<file path="src/design/bds_pkg.sv">
`timescale 1ns / 1ps
`default_nettype none

package bds_pkg;

    localparam int unsigned REF_W  = 32;
    localparam int unsigned BAUD_W = 24;
    localparam int unsigned CD_W   = 16;
    localparam int unsigned BDIV_W = 8;

    localparam logic [BDIV_W-1:0] BDIV_FIRST = 8'd4;
    localparam logic [BDIV_W-1:0] BDIV_LAST  = 8'd255;

    // request to the shared divider
    typedef struct packed {
        logic             start;
        logic [REF_W-1:0] dividend;
        logic [REF_W-1:0] divisor;
    } div_req_t;

    // answer from the shared divider
    typedef struct packed {
        logic             done;
        logic [REF_W-1:0] quotient;
    } div_rsp_t;

endpackage

`default_nettype wire

</file>
<file path="src/design/bds_div.sv">
`timescale 1ns / 1ps
`default_nettype none

module bds_div (
    input  wire logic              aclk,
    input  wire logic              aresetn,
    input  wire bds_pkg::div_req_t req,
    output bds_pkg::div_rsp_t      rsp
);

    localparam int unsigned W  = bds_pkg::REF_W;
    localparam int unsigned CW = $clog2(W);

    logic [W:0]    rem_reg,  rem_next;
    logic [W-1:0]  quo_reg,  quo_next;
    logic [W-1:0]  den_reg,  den_next;
    logic [CW-1:0] cnt_reg,  cnt_next;
    logic          busy_reg, busy_next;
    logic          done_reg, done_next;

    logic [W:0]    rem_shift;
    logic [W:0]    rem_diff;

    // one quotient bit per cycle, restoring
    assign rem_shift = {rem_reg[W-1:0], quo_reg[W-1]};
    assign rem_diff  = rem_shift - {1'b0, den_reg};

    always_comb begin
        rem_next  = rem_reg;
        quo_next  = quo_reg;
        den_next  = den_reg;
        cnt_next  = cnt_reg;
        busy_next = busy_reg;
        done_next = 1'b0;
        if (req.start) begin
            rem_next  = '0;
            quo_next  = req.dividend;
            den_next  = req.divisor;
            cnt_next  = '0;
            busy_next = 1'b1;
        end else if (busy_reg) begin
            if (!rem_diff[W]) begin
                rem_next = rem_diff;
                quo_next = {quo_reg[W-2:0], 1'b1};
            end else begin
                rem_next = rem_shift;
                quo_next = {quo_reg[W-2:0], 1'b0};
            end
            cnt_next = cnt_reg + CW'(1);
            if (cnt_reg == CW'(W - 1)) begin
                busy_next = 1'b0;
                done_next = 1'b1;
            end
        end
    end

    always_ff @(posedge aclk) begin
        if (!aresetn) begin
            busy_reg <= 1'b0;
            done_reg <= 1'b0;
            cnt_reg  <= '0;
        end else begin
            busy_reg <= busy_next;
            done_reg <= done_next;
            cnt_reg  <= cnt_next;
        end
        rem_reg <= rem_next;
        quo_reg <= quo_next;
        den_reg <= den_next;
    end

    assign rsp.done     = done_reg;
    assign rsp.quotient = quo_reg;

endmodule

`default_nettype wire

</file>
<file path="src/design/bds_search.sv">
`timescale 1ns / 1ps
`default_nettype none

module bds_search (
    input  wire logic                          aclk,
    input  wire logic                          aresetn,
    input  wire logic                          start,
    input  wire logic [bds_pkg::REF_W-1:0]     ref_clock_hz,
    input  wire logic [bds_pkg::BAUD_W-1:0]    target_baud,
    input  wire logic                          slot_free,
    output logic                               idle,
    output logic                               res_valid,
    output logic [bds_pkg::CD_W-1:0]           res_cd,
    output logic [bds_pkg::BDIV_W-1:0]         res_bdiv,
    output logic                               res_found
);

    localparam int unsigned RW = bds_pkg::REF_W;
    localparam int unsigned BW = bds_pkg::BAUD_W;
    localparam int unsigned CW = bds_pkg::CD_W;
    localparam int unsigned DW = bds_pkg::BDIV_W;

    typedef enum logic [5:0] {
        S_IDLE   = 6'b000001,
        S_MUL    = 6'b000010,
        S_DGO    = 6'b000100,
        S_DWAIT  = 6'b001000,
        S_EVAL   = 6'b010000,
        S_FINISH = 6'b100000
    } state_t;

    state_t        state_reg, state_next;
    logic [RW-1:0] ref_reg,   ref_next;
    logic [BW-1:0] baud_reg,  baud_next;
    logic [DW-1:0] b_reg,     b_next;
    logic          phase_reg, phase_next;   // 0: clock divisor, 1: achieved rate
    logic [CW-1:0] cd_reg,    cd_next;
    logic [RW-1:0] prod_reg,  prod_next;
    logic [RW-1:0] err_reg,   err_next;     // best error so far
    logic [CW-1:0] bcd_reg,   bcd_next;
    logic [DW-1:0] bb_reg,    bb_next;
    logic          hit_reg,   hit_next;

    bds_pkg::div_req_t div_req;
    bds_pkg::div_rsp_t div_rsp;

    logic [BW-1:0] mul_a;
    logic [DW:0]   mul_b;
    logic [RW:0]   prod_full;
    logic [RW-1:0] q;
    logic [RW-1:0] baud_ext;
    logic [RW-1:0] err;
    logic          cd_ok;

    bds_div u_div (
        .aclk    (aclk),
        .aresetn (aresetn),
        .req     (div_req),
        .rsp     (div_rsp)
    );

    // shared multiplier: baud*(b+1) first, then cd*(b+1)
    assign mul_a     = phase_reg ? {{(BW-CW){1'b0}}, cd_reg} : baud_reg;
    assign mul_b     = {1'b0, b_reg} + (DW+1)'(1);
    assign prod_full = {{(RW+1-BW){1'b0}}, mul_a} * {{(RW-DW){1'b0}}, mul_b};

    assign div_req.start    = (state_reg == S_DGO);
    assign div_req.dividend = ref_reg;
    assign div_req.divisor  = prod_reg;

    assign q        = div_rsp.quotient;
    assign baud_ext = {{(RW-BW){1'b0}}, baud_reg};
    assign err      = (q > baud_ext) ? (q - baud_ext) : (baud_ext - q);
    assign cd_ok    = (q != '0) && (q[RW-1:CW] == '0);

    always_comb begin
        state_next = state_reg;
        ref_next   = ref_reg;
        baud_next  = baud_reg;
        b_next     = b_reg;
        phase_next = phase_reg;
        cd_next    = cd_reg;
        prod_next  = prod_reg;
        err_next   = err_reg;
        bcd_next   = bcd_reg;
        bb_next    = bb_reg;
        hit_next   = hit_reg;
        res_valid  = 1'b0;
        unique case (state_reg)
            S_IDLE: begin
                if (start) begin
                    ref_next   = ref_clock_hz;
                    baud_next  = target_baud;
                    b_next     = bds_pkg::BDIV_FIRST;
                    phase_next = 1'b0;
                    hit_next   = 1'b0;
                    err_next   = '1;
                    bcd_next   = '0;
                    bb_next    = '0;
                    if (ref_clock_hz == '0 || target_baud == '0) begin
                        state_next = S_FINISH;
                    end else begin
                        state_next = S_MUL;
                    end
                end
            end
            S_MUL: begin
                prod_next  = prod_full[RW-1:0];
                state_next = S_DGO;
            end
            S_DGO: begin
                state_next = S_DWAIT;
            end
            S_DWAIT: begin
                if (div_rsp.done) begin
                    state_next = S_EVAL;
                end
            end
            S_EVAL: begin
                if (!phase_reg && cd_ok) begin
                    cd_next    = q[CW-1:0];
                    phase_next = 1'b1;
                    state_next = S_MUL;
                end else begin
                    if (phase_reg && (!hit_reg || err < err_reg)) begin
                        err_next = err;
                        bcd_next = cd_reg;
                        bb_next  = b_reg;
                        hit_next = 1'b1;
                    end
                    phase_next = 1'b0;
                    if (b_reg == bds_pkg::BDIV_LAST) begin
                        state_next = S_FINISH;
                    end else begin
                        b_next     = b_reg + DW'(1);
                        state_next = S_MUL;
                    end
                end
            end
            S_FINISH: begin
                if (slot_free) begin
                    res_valid  = 1'b1;
                    state_next = S_IDLE;
                end
            end
            default: begin
                state_next = S_IDLE;
            end
        endcase
    end

    always_ff @(posedge aclk) begin
        if (!aresetn) begin
            state_reg <= S_IDLE;
            phase_reg <= 1'b0;
            hit_reg   <= 1'b0;
            b_reg     <= '0;
        end else begin
            state_reg <= state_next;
            phase_reg <= phase_next;
            hit_reg   <= hit_next;
            b_reg     <= b_next;
        end
        ref_reg  <= ref_next;
        baud_reg <= baud_next;
        cd_reg   <= cd_next;
        prod_reg <= prod_next;
        err_reg  <= err_next;
        bcd_reg  <= bcd_next;
        bb_reg   <= bb_next;
    end

    assign idle      = (state_reg == S_IDLE);
    assign res_found = hit_reg;
    assign res_cd    = hit_reg ? bcd_reg : '0;
    assign res_bdiv  = hit_reg ? bb_reg : '0;

endmodule

`default_nettype wire

</file>
<file path="src/design/baud_divisor_search_top.sv">
// baud divisor search: picks the clock divisor and bit divisor pair whose
// achieved rate ref/(cd*(bdiv+1)) lies closest to the requested baud rate.
// input beat: s_ref_clock_hz and s_target_baud on an s_valid/s_ready pair.
// result beat: m_clock_divisor, m_bit_divisor, m_found on m_valid/m_ready,
// one result beat per input beat. no usable pair, a zero clock or a zero baud
// gives m_found low and both divisors zero.
// search steps: each bit divisor from 4 to 255 takes one multiply, a divider
// launch, a restoring divide and an evaluate, and a second multiply and divide
// when its clock divisor is in range; the search time is set by the single
// shared 32-bit divider; zero inputs skip the search and go straight to the
// finish state.
// throughput: one search at a time; s_ready is high only while no search runs.
// the finished result sits in an output register, so a new input beat can be
// taken while it waits; if that search ends before the receiver takes the
// old result, it holds until the output register frees.
// reset: synchronous active-low aresetn clears the sequencer and m_valid;
// the block comes out of reset ready.
`timescale 1ns / 1ps
`default_nettype none

module baud_divisor_search_top (
    input  wire logic                          aclk,
    input  wire logic                          aresetn,
    input  wire logic                          s_valid,
    output logic                               s_ready,
    input  wire logic [bds_pkg::REF_W-1:0]     s_ref_clock_hz,
    input  wire logic [bds_pkg::BAUD_W-1:0]    s_target_baud,
    output logic                               m_valid,
    input  wire logic                          m_ready,
    output logic [bds_pkg::CD_W-1:0]           m_clock_divisor,
    output logic [bds_pkg::BDIV_W-1:0]         m_bit_divisor,
    output logic                               m_found
);

    logic                          idle;
    logic                          slot_free;
    logic                          res_valid;
    logic [bds_pkg::CD_W-1:0]      res_cd;
    logic [bds_pkg::BDIV_W-1:0]    res_bdiv;
    logic                          res_found;

    logic                          valid_reg, valid_next;
    logic [bds_pkg::CD_W-1:0]      cd_reg,    cd_next;
    logic [bds_pkg::BDIV_W-1:0]    bdiv_reg,  bdiv_next;
    logic                          found_reg, found_next;

    assign s_ready   = idle;
    assign slot_free = !valid_reg || m_ready;

    bds_search u_search (
        .aclk         (aclk),
        .aresetn      (aresetn),
        .start        (s_valid && idle),
        .ref_clock_hz (s_ref_clock_hz),
        .target_baud  (s_target_baud),
        .slot_free    (slot_free),
        .idle         (idle),
        .res_valid    (res_valid),
        .res_cd       (res_cd),
        .res_bdiv     (res_bdiv),
        .res_found    (res_found)
    );

    always_comb begin
        valid_next = valid_reg;
        cd_next    = cd_reg;
        bdiv_next  = bdiv_reg;
        found_next = found_reg;
        if (res_valid) begin
            valid_next = 1'b1;
            cd_next    = res_cd;
            bdiv_next  = res_bdiv;
            found_next = res_found;
        end else if (m_ready) begin
            valid_next = 1'b0;
        end
    end

    always_ff @(posedge aclk) begin
        if (!aresetn) begin
            valid_reg <= 1'b0;
        end else begin
            valid_reg <= valid_next;
        end
        cd_reg    <= cd_next;
        bdiv_reg  <= bdiv_next;
        found_reg <= found_next;
    end

    assign m_valid         = valid_reg;
    assign m_clock_divisor = cd_reg;
    assign m_bit_divisor   = bdiv_reg;
    assign m_found         = found_reg;

endmodule

`default_nettype wire
</file>
<file path="config.mk">
export PLATFORM = sky130hd
export DESIGN_NAME = baud_divisor_search_top
export DESIGN_NICKNAME = d
export VERILOG_FILES = /design/src/design/bds_pkg.sv /design/src/design/bds_div.sv /design/src/design/bds_search.sv /design/src/design/baud_divisor_search_top.sv
export SDC_FILE = /design/constraint.sdc
export NUM_CORES = 1
export LEC_CHECK = 0
export BUFFER_PORTS_ARGS = -buffer_cell sky130_fd_sc_hd__buf_2
export CORE_MARGIN = 2
export CORE_UTILIZATION = 50
export DETAILED_ROUTE_END_ITERATION = 8
export HOLD_SLACK_MARGIN = 0.05
export PLACE_DENSITY = 0.69
export SLEW_MARGIN = 0
export SYNTH_ARGS = -nofsm -noshare
export SYNTH_HDL_FRONTEND = slang
export SYNTH_SLANG_ARGS = --single-unit
</file>
<file path="constraint.sdc">
create_clock -name aclk -period 7.3 [get_ports aclk]
set_clock_uncertainty 0.05 [all_clocks]
set_input_delay 0.73 -clock aclk [delete_from_list [all_inputs] [get_ports aclk]]
set_output_delay 0.73 -clock aclk [all_outputs]
set_load 0.03 [all_outputs]
</file>
==> flow_summary_export.csv <==
group,metric,value,unit
power_and_ir_drop,leakagePower,11.7,nW
placement,io_buffer_count,86,
setup_path,end_kind,"register",
logic_synthesis,synth_warnings,0,
die,die_h,221,µm
sta,fin_ws,429,ps
setup_path,arrival,7130,ps
power_and_ir_drop,ir_worst_vdd,0.207,mV
cts,cts_tree,"yes",
global_route,antenna_found_initial,4,
logic_synthesis,async_flop_share,0,
drt,vias,17657,
sta,worst_pin_slew,1220,ps
die,fp.dieW,221,µm
logic_synthesis,synth_top_cell_area_share,0.318,
setup_path,required,7560,ps
placement,dp_hpwl,46800,µm
global_route,grt_pass1_vias,17578,
drt,firstDrtPassIters,5,
logic_synthesis,synth_nets,2789,
setup_path,path_delay_family,"adder cells",
logic_synthesis,dominantRegCellSynth,"edfxtp_1",
global_route,grt_pass1_wl,96800,µm
finish,regArea,8600,µm²
setup_path,slowest_delay,960,ps
setup_path,r2r_slack,430,ps
logic_synthesis,ys_seq_area_frac,0.365,
cts,hold_buffers,0,
die,row_count,79,
cts,clockRootBuffer,"clkbuf_16",
cts,cts_buffer_depth,3,
finish,drive_gt1_frac,0.107,
die,coreArea,46500,µm²
sta,slew-limit-headroom,0.181,
finish,area.growth.synth_to_final,10.3,%
logic_synthesis,netlist_area,23500,µm²
setup_path,r2r-start,"u_search.phase_reg",
setup_path,worst-path-buf-inv,2,
cts,htreeDepth,2,
finish,multi_input_area,13300,µm²
drt,wirelength,60300,µm
sta,fmax,146,MHz
sta,hold_viol,0,
cts,numCtsBuffers,37,
finish,num-nets-final,2864,
setup_path,reg2reg_to,"u_search.prod_reg[29]",
drt,viasPerCell,5.66,
drt,drt-wirelength-per-cell,19.3,µm
sta,tns,0,ps
logic_synthesis,synth_top_area_cell,"edfxtp_1",
global_route,grt_max_degree,76,
placement,pre_cts_ws,381,ps
min_path,min_delay_path_depth,1,
setup_path,startpoint_type,"register",
min_path,hold_path_end,"u_search.ref_reg[24]",
logic_synthesis,ys_types,82,
drt,remaining_drc_errors,0,
global_route,gr-usage-all-layers,0.249,
logic_synthesis,synth_seq_cells,305,
drt,drt_iter0_markers,1484,
setup_path,worst_path_most_repeated_cell,"fa_1",
sta,finalSetupViolations,0,
logic_synthesis,ys_top_cells_by_area,"edfxtp_1 32%, fa_1 13%, ha_1 8.8%",
sta,post-route-period-util,0.941,
flow_run,maxCapViolCount,0,
sta,layout_min_cycle_time,6870,ps
setup_path,path_max_fanout,16,
global_route,grt_overflow,0,
finish,n_antenna_cell,0,
logic_synthesis,synth_edf_count,249,
die,ios,87,
setup_path,crit_slowest_cell,"dfxtp_1",
min_path,hold_path.class,"input port to register",
drt,drtAntennaViolNets,0,
cts,clkTransAtPathRegs,60,ps
setup_path,crit_type,"register to register",
power_and_ir_drop,power.density,264,nW/µm²
logic_synthesis,avgSynthCellArea,9.77,µm²
outcome,status,"completed",
logic_synthesis,synthMostInstantiatedCell,"inv_1",
logic_synthesis,syn_inst,2407,
sta,report.final.slew_viol_count,0,
placement,gp_congestion,0.947,
setup_path,cp_cell_sequence,"mux2i_1 -> nor2_1 -> fa_1 -> fa_1 -> fa_1 -> inv_1 -> fa_1 -> inv_1 -> ha_1 -> o21a_1 -> o21ai_0 -> a21oi_1 -> nor2_1 -> or4_1 -> a31oi_1 -> a21oi_1 -> a311o_1",
cts,clkLatencyLatePin,580,ps
cts,postCtsSetupBuffers,0,
power_and_ir_drop,power.total,0.00684,W
logic_synthesis,synth_common_cells,"332 x inv_1, 249 x edfxtp_1, 236 x nor2_1",
setup_path,r2r_cells,17,
die,die_area,48800,µm²
finish,fillers,4101,
die,start_util,0.506,
sta,grt_setup_unrepaired,"no",
min_path,min_from,"s_ref_clock_hz[24]",
cts,clock_sinks,305,
## timing repair
item,CTS,global route
resized for setup,0,1
setup endpoints to repair,0,2
endpoints found under the hold margin,0,0
## cells by family (layout without fill, tap and decap cells)
logic type                 count (synthesis)  in the layout  synth area share
AOI/OAI and AO/OA                        483            483             0.131
xor gates and xnor gates                  93             93            0.0346
adders and majority gates                322            322             0.221
buffers and inverters                    425            529            0.0716
DFF                                      305            305             0.365
muxes                                     57             57            0.0246
and+or+nand+nor                          722            722             0.151
## stage by stage
stage          cell area (µm²)  hold WS, ps  std cells  utilization
6_report                 25900          287       3118        0.559
5_1_grt                  25900          282       3118        0.559
4_1_cts                  25900          263       3118        0.558
3_5_place_dp             24700          355       3050        0.531
3_3_place_gp             24700          353       3050        0.531
2_1_floorplan            23500          350       2407            -
## cell type report
cell class	instances	area share
Clock buffer	42	0.0372
Tap cell	607	0.0293
Timing Repair Buffer	128	0.0297
Multi-Input combinational cell	1677	0.513
Inverter	333	0.0482
Sequential cell	305	0.331
Clock inverter	26	0.0117
## layout by cell type, fill, tap and decap left out, types with 5 or more instances in the layout
cell type   netlist  routed
inv_1           332     331
edfxtp_1        249     249
nor2_1          236     236
ha_1            165     165
fa_1            157     157
nand2_1         150     150
a21oi_1         140     140
o21ai_0         123     123
buf_2            12      86
nand2b_1         62      62
and2_1           61      61
a21o_1           60      60
xnor2_1          62      60
dfxtp_1          56      55
mux2i_1          54      54
buf_4             3      40
or2_2            38      38
clkbuf_16         0      37
xor2_1           31      29
nand3_1          28      28
and3_1           26      26
nand4_1          24      24
nor3_1           22      21
a211oi_1         20      20
nor4_1           20      20
o21bai_1         19      19
nor2b_1          19      18
o21a_1           17      17
a31oi_1          15      15
o211ai_1         11      11
a21boi_0          9       9
nand3b_1          8       8
or3_1             7       7
nor3b_1           7       7
clkinv_2          0       7
clkinvlp_4        0       7
o31ai_1           6       6
a31o_2            5       5
## worst register-to-register path: stages (launching register included)
cell	delay, ps
dfxtp_1	960
mux2i_1	890
nor2_1	160
fa_1	570
fa_1	450
fa_1	560
inv_1	60
fa_1	520
inv_1	40
ha_1	380
o21a_1	150
o21ai_0	70
a21oi_1	180
nor2_1	50
or4_1	530
a31oi_1	440
a21oi_1	200
a311o_1	340
## report_power, final
part	switching, W	leakage, nW	internal [W]	total (W)
clock network	0.000791	0.600	0.00111	0.00190
logic	0.00158	8.34	0.00103	0.00262
registers	0.000159	2.74	0.00217	0.00233
total	0.00253	11.7	0.00431	0.00684
## metal layers
metal,part of all wire,GRT usage
met1,0.45,0.360
met2,0.44,0.383
met3,0.078,0.0479
met4,0.024,0.0708
met5,0.00053,0
## worst max path at each step
stage	from	end	slack, ps	cells past startpoint
3_5_place_dp	u_search.b_reg[3]	u_search.prod_reg[29]	380	20
3_3_place_gp	u_search.b_reg[4]	u_search.prod_reg[29]	540	20
4_1_cts	u_search.b_reg[3]	u_search.prod_reg[29]	320	20
5_1_grt	u_search.phase_reg	u_search.prod_reg[29]	20	17
6_report	u_search.phase_reg	u_search.prod_reg[29]	430	17
2_1_floorplan	u_search.b_reg[2]	u_search.prod_reg[31]	980	23
Note: power is estimated with default switching activity, not from simulation.
